### src/hw/rtl/rhs_pkg.sv
// Shared types and constants for the RTP header stripper.
// Used by rhs_parser, rhs_emitter and rtp_header_stripper; depends on nothing.
`default_nettype none

package rhs_pkg;

  // Fixed RTP header length in bytes and the field masks of byte 0.
  localparam int unsigned FixedHdrLen = 12;
  localparam logic [7:0]  CsrcMask    = 8'h0F;
  localparam logic [7:0]  ExtMask     = 8'h10;

  // Widths of the packet position counters.
  localparam int unsigned PosW = 19;

  // Most results that one item can cause (a short packet of 11 bytes).
  localparam int unsigned MaxResults = 11;
  localparam int unsigned CntW       = 4;

  // Result kinds.
  localparam logic [1:0] KindPayload = 2'd0;
  localparam logic [1:0] KindShort   = 2'd1;
  localparam logic [1:0] KindEmpty   = 2'd2;

  // Parse phases of a packet.
  typedef enum logic [2:0] {
    PhFixed   = 3'd0,
    PhSkip    = 3'd1,
    PhExtWord = 3'd2,
    PhExtNext = 3'd3,
    PhPayload = 3'd4
  } phase_e;

  // Input item.
  typedef struct packed {
    logic [7:0] in_byte;
    logic       in_last;
  } rhs_in_t;

  // Result item.
  typedef struct packed {
    logic [7:0] out_byte;
    logic       out_last;
    logic [1:0] out_kind;
  } rhs_out_t;

  // All results caused by one item, handed from the parser to the emitter.
  typedef struct packed {
    logic [CntW-1:0]                 cnt;
    logic [1:0]                      kind;
    logic                            fin_last;
    logic [MaxResults-1:0][7:0]      bytes;
  } rhs_burst_t;

endpackage

`default_nettype wire

### src/hw/rtl/rtp_header_stripper.sv
// RTP header stripper top level: input register, parser and result emitter.
// Depends on rhs_pkg, rhs_parser and rhs_emitter.
//
// Usage: packet bytes enter on the input channel (in_valid_i, in_item_i,
// in_stall_o), one byte per item with in_last on the final byte. Only the
// payload leaves on the output channel (out_valid_o, out_item_o,
// out_stall_i). A packet shorter than 12 bytes is sent out whole as raw
// bytes; a packet with nothing past its header yields one empty-packet
// marker item.
// Path: an accepted item waits in the input register, is parsed there
// combinationally, and its first result is loaded into the output register.
// Throughput: one item per cycle while the output is not stalled. An item
// that causes N results (at most 11, on the last byte of a short packet, or
// up to 4 for a cut-off header extension word) holds the input while the
// emitter's single output register drains them from its shift buffer.
// Reset clears the input and output valids and starts a new packet.
// When the receiver stalls, the output item holds and the input register
// keeps one further item before in_stall_o rises.
`default_nettype none

module rtp_header_stripper (
  input  wire logic               clk_i,
  input  wire logic               rst_ni,
  input  wire logic               in_valid_i,
  output logic                    in_stall_o,
  input  wire rhs_pkg::rhs_in_t   in_item_i,
  output logic                    out_valid_o,
  input  wire logic               out_stall_i,
  output rhs_pkg::rhs_out_t       out_item_o
);

  logic                  in_full_q, in_full_d;
  rhs_pkg::rhs_in_t      in_item_q;
  logic                  emit_ready;
  logic                  fire;
  logic                  in_take;
  rhs_pkg::rhs_burst_t   burst;

  assign fire       = in_full_q && emit_ready;
  assign in_stall_o = in_full_q && !fire;
  assign in_take    = in_valid_i && !in_stall_o;
  assign in_full_d  = in_take || (in_full_q && !fire);

  // Input register.
  always_ff @(posedge clk_i or negedge rst_ni) begin
    if (!rst_ni) begin
      in_full_q <= 1'b0;
    end else begin
      in_full_q <= in_full_d;
    end
  end

  always_ff @(posedge clk_i) begin
    if (in_take) begin
      in_item_q <= in_item_i;
    end
  end

  // Header parsing of the registered item.
  rhs_parser u_parser (
    .clk_i   (clk_i),
    .rst_ni  (rst_ni),
    .item_i  (in_item_q),
    .fire_i  (fire),
    .burst_o (burst)
  );

  // Result output.
  rhs_emitter u_emitter (
    .clk_i       (clk_i),
    .rst_ni      (rst_ni),
    .burst_i     (burst),
    .load_i      (fire),
    .ready_o     (emit_ready),
    .out_valid_o (out_valid_o),
    .out_stall_i (out_stall_i),
    .out_item_o  (out_item_o)
  );

endmodule

`default_nettype wire

### src/hw/rtl/rhs_parser.sv
// Header parser: phase state machine, packet position and held header bytes.
// Depends on rhs_pkg; turns one registered input item into a burst of results.
`default_nettype none

module rhs_parser (
  input  wire logic               clk_i,
  input  wire logic               rst_ni,
  input  wire rhs_pkg::rhs_in_t   item_i,
  input  wire logic               fire_i,
  output rhs_pkg::rhs_burst_t     burst_o
);

  rhs_pkg::phase_e                 phase_q, phase_d;
  logic [rhs_pkg::PosW-1:0]        pos_q, pos_d;
  logic [rhs_pkg::PosW-1:0]        hdr_q, hdr_d;
  logic                            ext_q, ext_d;
  logic [11:0][7:0]                held_q;

  logic                            held_we;
  logic [3:0]                      held_idx;
  logic [3:0]                      fix_k;
  logic [1:0]                      ext_k;
  logic [15:0]                     ext_len;
  logic                            restart;
  logic                            use_one;
  logic [7:0]                      one_byte;
  logic [7:0]                      b;
  logic                            last;

  assign b       = item_i.in_byte;
  assign last    = item_i.in_last;
  assign fix_k   = (pos_q > rhs_pkg::PosW'(11)) ? 4'd11 : pos_q[3:0];
  assign ext_k   = pos_q[1:0] - hdr_q[1:0];
  assign ext_len = {held_q[2], held_q[3]};

  // Control state registers.
  always_ff @(posedge clk_i or negedge rst_ni) begin
    if (!rst_ni) begin
      phase_q <= rhs_pkg::PhFixed;
      pos_q   <= '0;
      hdr_q   <= rhs_pkg::PosW'(rhs_pkg::FixedHdrLen);
      ext_q   <= 1'b0;
    end else if (fire_i) begin
      phase_q <= phase_d;
      pos_q   <= pos_d;
      hdr_q   <= hdr_d;
      ext_q   <= ext_d;
    end
  end

  // Held bytes: header start, later the extension word. No reset needed.
  always_ff @(posedge clk_i) begin
    if (fire_i && held_we) begin
      held_q[held_idx] <= b;
    end
  end

  // Next state and the results of the current item.
  always_comb begin
    phase_d          = phase_q;
    pos_d            = pos_q;
    hdr_d            = hdr_q;
    ext_d            = ext_q;
    held_we          = 1'b0;
    held_idx         = fix_k;
    restart          = 1'b0;
    use_one          = 1'b0;
    one_byte         = 8'h00;
    burst_o.cnt      = '0;
    burst_o.kind     = rhs_pkg::KindPayload;
    burst_o.fin_last = 1'b1;

    unique case (phase_q)
      rhs_pkg::PhSkip: begin
        if (last) begin
          burst_o.cnt  = rhs_pkg::CntW'(1);
          burst_o.kind = rhs_pkg::KindEmpty;
          use_one      = 1'b1;
          restart      = 1'b1;
        end else begin
          if ((pos_q + rhs_pkg::PosW'(1)) >= hdr_q) begin
            phase_d = ext_q ? rhs_pkg::PhExtWord : rhs_pkg::PhPayload;
          end
          pos_d = pos_q + rhs_pkg::PosW'(1);
        end
      end

      rhs_pkg::PhExtWord: begin
        held_we  = 1'b1;
        held_idx = {2'b00, ext_k};
        if (last) begin
          // Extension word cut short: its bytes so far are payload.
          burst_o.cnt = rhs_pkg::CntW'(ext_k) + rhs_pkg::CntW'(1);
          restart     = 1'b1;
        end else begin
          if (ext_k == 2'd3) begin
            phase_d = rhs_pkg::PhExtNext;
          end
          pos_d = pos_q + rhs_pkg::PosW'(1);
        end
      end

      rhs_pkg::PhExtNext: begin
        hdr_d = hdr_q + rhs_pkg::PosW'(4) + {1'b0, ext_len, 2'b00};
        ext_d = 1'b0;
        if (ext_len == 16'd0) begin
          burst_o.cnt      = rhs_pkg::CntW'(1);
          burst_o.fin_last = last;
          use_one          = 1'b1;
          one_byte         = b;
          if (last) begin
            restart = 1'b1;
          end else begin
            phase_d = rhs_pkg::PhPayload;
          end
        end else if (last) begin
          burst_o.cnt  = rhs_pkg::CntW'(1);
          burst_o.kind = rhs_pkg::KindEmpty;
          use_one      = 1'b1;
          restart      = 1'b1;
        end else begin
          phase_d = rhs_pkg::PhSkip;
          pos_d   = pos_q + rhs_pkg::PosW'(1);
        end
      end

      rhs_pkg::PhPayload: begin
        burst_o.cnt      = rhs_pkg::CntW'(1);
        burst_o.fin_last = last;
        use_one          = 1'b1;
        one_byte         = b;
        restart          = last;
      end

      default: begin
        // Fixed header phase; unused phase codes behave the same way.
        held_we = 1'b1;
        if (last) begin
          if (fix_k < 4'd11) begin
            burst_o.cnt  = fix_k + rhs_pkg::CntW'(1);
            burst_o.kind = rhs_pkg::KindShort;
          end else begin
            burst_o.cnt  = rhs_pkg::CntW'(1);
            burst_o.kind = rhs_pkg::KindEmpty;
            use_one      = 1'b1;
          end
          restart = 1'b1;
        end else begin
          if (fix_k == 4'd11) begin
            hdr_d = rhs_pkg::PosW'(rhs_pkg::FixedHdrLen)
                  + {13'd0, held_q[0][3:0] & rhs_pkg::CsrcMask[3:0], 2'b00};
            ext_d = ((held_q[0] & rhs_pkg::ExtMask) != 8'h00);
            if ((held_q[0] & rhs_pkg::CsrcMask) != 8'h00) begin
              phase_d = rhs_pkg::PhSkip;
            end else if ((held_q[0] & rhs_pkg::ExtMask) != 8'h00) begin
              phase_d = rhs_pkg::PhExtWord;
            end else begin
              phase_d = rhs_pkg::PhPayload;
            end
          end
          pos_d = rhs_pkg::PosW'(fix_k) + rhs_pkg::PosW'(1);
        end
      end
    endcase

    // Every piece of packet state returns to its reset value after a last byte.
    if (restart) begin
      phase_d = rhs_pkg::PhFixed;
      pos_d   = '0;
      hdr_d   = rhs_pkg::PosW'(rhs_pkg::FixedHdrLen);
      ext_d   = 1'b0;
    end

    // Result bytes: a single byte, or the held bytes with the current one merged in.
    for (int i = 0; i < rhs_pkg::MaxResults; i++) begin
      if (use_one) begin
        burst_o.bytes[i] = (i == 0) ? one_byte : 8'h00;
      end else begin
        burst_o.bytes[i] = (4'(i) == held_idx) ? b : held_q[i];
      end
    end
  end

endmodule

`default_nettype wire

### src/hw/rtl/rhs_emitter.sv
// Result emitter: output register plus a shift buffer for multi-result bursts.
// Depends on rhs_pkg; takes bursts from rhs_parser and presents one item per cycle while not stalled.
`default_nettype none

module rhs_emitter (
  input  wire logic                clk_i,
  input  wire logic                rst_ni,
  input  wire rhs_pkg::rhs_burst_t burst_i,
  input  wire logic                load_i,
  output logic                     ready_o,
  output logic                     out_valid_o,
  input  wire logic                out_stall_i,
  output rhs_pkg::rhs_out_t        out_item_o
);

  localparam int unsigned BufN = rhs_pkg::MaxResults - 1;

  logic                            out_valid_q, out_valid_d;
  rhs_pkg::rhs_out_t               out_item_q, out_item_d;
  logic [rhs_pkg::CntW-1:0]        pend_q, pend_d;
  logic [BufN-1:0][7:0]            buf_q, buf_d;
  logic [1:0]                      kind_q, kind_d;
  logic                            fin_q, fin_d;
  logic                            take;

  assign take        = out_valid_q && !out_stall_i;
  assign ready_o     = (pend_q == '0) && (!out_valid_q || !out_stall_i);
  assign out_valid_o = out_valid_q;
  assign out_item_o  = out_item_q;

  // Control registers.
  always_ff @(posedge clk_i or negedge rst_ni) begin
    if (!rst_ni) begin
      out_valid_q <= 1'b0;
      pend_q      <= '0;
    end else begin
      out_valid_q <= out_valid_d;
      pend_q      <= pend_d;
    end
  end

  // Payload registers.
  always_ff @(posedge clk_i) begin
    out_item_q <= out_item_d;
    buf_q      <= buf_d;
    kind_q     <= kind_d;
    fin_q      <= fin_d;
  end

  // Drain the buffer first; a new burst is only loaded once it is empty.
  always_comb begin
    out_valid_d = out_valid_q;
    out_item_d  = out_item_q;
    pend_d      = pend_q;
    buf_d       = buf_q;
    kind_d      = kind_q;
    fin_d       = fin_q;
    if ((pend_q != '0) && (!out_valid_q || take)) begin
      out_valid_d         = 1'b1;
      out_item_d.out_byte = buf_q[0];
      out_item_d.out_last = (pend_q == rhs_pkg::CntW'(1)) && fin_q;
      out_item_d.out_kind = kind_q;
      for (int i = 0; i < BufN - 1; i++) begin
        buf_d[i] = buf_q[i+1];
      end
      pend_d = pend_q - rhs_pkg::CntW'(1);
    end else if (load_i && (burst_i.cnt != '0)) begin
      out_valid_d         = 1'b1;
      out_item_d.out_byte = burst_i.bytes[0];
      out_item_d.out_last = (burst_i.cnt == rhs_pkg::CntW'(1)) && burst_i.fin_last;
      out_item_d.out_kind = burst_i.kind;
      for (int i = 0; i < BufN; i++) begin
        buf_d[i] = burst_i.bytes[i+1];
      end
      pend_d = burst_i.cnt - rhs_pkg::CntW'(1);
      kind_d = burst_i.kind;
      fin_d  = burst_i.fin_last;
    end else if (take) begin
      out_valid_d = 1'b0;
    end
  end

endmodule

`default_nettype wire

### config.mk
export PLATFORM = sky130hd
export DESIGN_NAME = rtp_header_stripper
export DESIGN_NICKNAME = d
export VERILOG_FILES = /design/src/hw/rtl/rhs_pkg.sv /design/src/hw/rtl/rtp_header_stripper.sv /design/src/hw/rtl/rhs_parser.sv /design/src/hw/rtl/rhs_emitter.sv
export SDC_FILE = /design/constraint.sdc
export NUM_CORES = 1
export LEC_CHECK = 0
export ABC_AREA = 1
export BUFFER_PORTS_ARGS = -buffer_cell sky130_fd_sc_hd__buf_4
export CAP_MARGIN = 15
export CORE_ASPECT_RATIO = 1.5
export CORE_MARGIN = 3
export CORE_UTILIZATION = 26
export DETAILED_ROUTE_END_ITERATION = 8
export GPL_TIMING_DRIVEN = 0
export PLACE_DENSITY = 0.42
export RECOVER_POWER = 25
export SYNTH_ARGS = -nofsm -noshare
export SYNTH_HDL_FRONTEND = slang
export SYNTH_HIERARCHICAL = 1
export SYNTH_SLANG_ARGS = --single-unit
### constraint.sdc
create_clock -name clk_i -period 14 [get_ports clk_i]
set_input_delay 2.1 -clock clk_i [delete_from_list [all_inputs] [get_ports clk_i]]
set_output_delay 2.1 -clock clk_i [all_outputs]
set_load 0.02 [all_outputs]
==> flow_summary.toml <==
[layout]
syn2layout_area_growth_pct = 14.2
drive_above_1_share = 0.156
design_area_um2 = 15200
instances_no_fill = 2213
layout_common_cells = "nand2_1 (580), edfxtp_1 (191), inv_1 (97)"
final_common_cell = "nand2_1"
fin_nets = 1595
antenna_cells = 0

[power_and_ir_drop]
p_leak_nw = 6.43
p_sw_frac = 0.453
power_frac_comb = 0.516
p_seq_frac = 0.302
p_clk_frac = 0.182
power_switching_mw = 1.74
p_int_mw = 2.10
ir_worst_vdd_mv = 0.116
p_per_area_nw_per_um2 = 252
power_mw = 3.83

[clock_tree]
numCtsBuffers = 27
clk_latency_ns = 0.55
cts.sinks = 237
h-tree-depth = 1
clockRootBuffer = "clkbuf_16"
clk_pin_slew_ns = 0.06
cts_setup_buffers = 0
cts_buffer_depth = 3
cts-resized-gates = 0
cts.hold.buffers_added = 0
cts_tree = "built"

[logic_synthesis]
syn_inst = 1467
postSynthAreaPerCell_um2 = 9.08
synth.distinct_cells = 50
ys_ff_latch = 237
synth_edf_count = 191
synth_fp_nets = 1538
synth_xor_xnor_area_share = 0.0112
syn_area_um2 = 13300
yosys.area_share.simple = 0.251
synth_top_family_by_area = "simple AND/OR/NAND/NOR gates"
synthFlopType = "edfxtp_1"
synth.area.mux_share = 0.000751
synth-async-reset-ratio = 0.194
synth-adder-area-share = 0.0550
ys_seq_area_frac = 0.517
synth-compound-area-share = 0.107
yosysWarnings = 6

[critical_path]
worstPathRequired_ns = 11.90
crit_type = "primary input to output pin"
rrSetupSlack_ns = 9.66
start_kind = "primary input"
regToRegStartpoint = "u_parser/pos_q[0]"
crit_slowest_cell = "a21oi_1"
worst_path_most_repeated_cell = "buf_4"
critPathArrivalTime_ns = 2.91
end_kind = "output pin"
rr_endpoint = "u_emitter/buf_q[41]"
path_max_fanout = 5
max_stage_delay_ns = 0.40
worstPathCellList = "buf_4 > a21oi_1 > nor2_1 > buf_4"
reg2reg_depth = 17
critPathTopFamily = "compound AO/OA/AOI/OAI gates"
crit_buf_inv = 2

[routing]
ant_nets = 0
drc = 0
drt_iter0_drc = 598
viasPerCell = 4.47
wl_met1_um = 16200
num_vias = 9885
wl_per_cell_um = 17.9
wirelength_um = 39600
wl_met2_um = 21200
first_pass_iters = 6
wl_met3_um = 1090
routed.top_layer = "met4"

[global_route]
overflow = 0
grt_pass1_vias = 10200
grt_use_total = 0.147
grt_antenna_before_repair = 0
grt_max_degree = 47
grt_pass1_wl_um = 61000

[placed_design]
port_buffers = 25
place_congestion = 0.858
dp_cells = 2163
dpl.hpwl_um = 29200
placed_cell_area_um2 = 14400

[min_path]
min-delay-start = "u_parser/phase_q[1]"
min_path_type = "flop to flop"
holdPathStages = 2
hold_end = "u_parser/phase_q[1]"

[die]
core_um2 = 50700
die_w_um = 191
pin_count = 26
start_util = 0.263
chipHeight_um = 283
die_area_um2 = 54000
rows = 101

[run_status]
violations = "max-capacitance violations, max-slew violations"
outcome = "finished, violations left"

[timing]
final.min_clock_period_ns = 5.01
rsz0062_at_grt = "false"
period_share = 0.358
setup_tns_ns = 0
tightest_slew_ns = 2.88
finClkSkew_ns = 0.0197
finalMaxSlewViolations = 47
hold_viol_final = 0
fmax_mhz = 200
setup_viol = 0
slew_headroom = -0.917

[job]
max_cap_viol_count = 1
## worst max path at each step
stage / start / to / depth (start not counted)
after floorplan: out_stall_i / u_emitter/pend_q[0] / 8
after CTS: out_stall_i / in_stall_o / 4
final: out_stall_i / in_stall_o / 4
after detailed placement: out_stall_i / in_stall_o / 4
after global routing: out_stall_i / in_stall_o / 4
after global placement: out_stall_i / u_emitter/pend_q[1] / 9
## synth_stat cells (19+ instances only)
cell,n,area share
nand2_1,580,0.16
edfxtp_1,191,0.43
inv_1,97,0.027
a21oi_2,82,0.054
nand3_1,68,0.026
nor2_1,68,0.019
ha_1,57,0.054
dfrtp_1,44,0.083
a21oi_1,36,0.014
o21ai_0,26,0.0098
inv_2,21,0.0059
o21ai_1,19,0.0071
## per-layer routing
layer | vias to the layer above | global-route usage
met3 | 56 | 0.0156
met2 | 148 | 0.280
met4 | 0 | 0.0433
li1 | 5003 | -
met5 | - | 0
met1 | 4678 | 0.172
## tightest hold or removal path: cells and delay by family, from the launching register on
family | cells | cell delay (ns)
DFF | 1 | 0.35
and+or+nand+nor | 2 | 0.11
## cell type report
type,instances,area [µm²]
fillers,5306,35500
clock inverters,16,149
clock buffers,33,698
repair buffers,28,208
multi-input cells,1063,5650
plain buffers,46,323
inverters,121,459
flip-flops and latches,237,6890
well taps,669,837
## cell families (layout without fill, tap and decap cells)
logic type | count (synthesis) | count (layout)
compound gates | 203 | 203
xor+xnor | 17 | 17
fa+ha+maj | 58 | 58
simple gates | 784 | 784
flops | 237 | 237
mux | 1 | 1
buf+inv | 167 | 244
## stage by stage
stage	utilization	setup slack (ns)	hold slack (ns)
after floorplan	-	8.84	0.442
after global placement	0.283	7.10	0.465
after detailed placement	0.284	8.98	0.479
after CTS	0.301	8.97	0.492
after global routing	0.300	8.93	0.523
final	0.300	8.99	0.489
## state kept, by name, indices dropped and copies added, names as in the netlist
signal                 flops
u_emitter/buf_q           80
u_parser/held_q           72
u_parser/pos_q            19
u_parser/hdr_q            17
u_parser/ext_len          16
u_emitter/out_item_o      11
in_item_q                  9
u_emitter/pend_q           4
u_parser/phase_q           3
u_emitter/kind_q           2
in_full_q                  1
u_emitter/fin_q            1
u_emitter/out_valid_o      1
u_parser/ext_q             1
## power by group through the flow
stage               registers (mW)  logic [mW]  clock network (mW)
floorplan                     1.16        1.44                   0
global route                  1.18        2.22               0.750
detailed placement            1.17        2.01                   0
CTS                           1.16        2.01               0.724
finish                        1.16        1.98               0.698
global placement              1.19        1.98                   0
(Power assumes the default switching activity.)
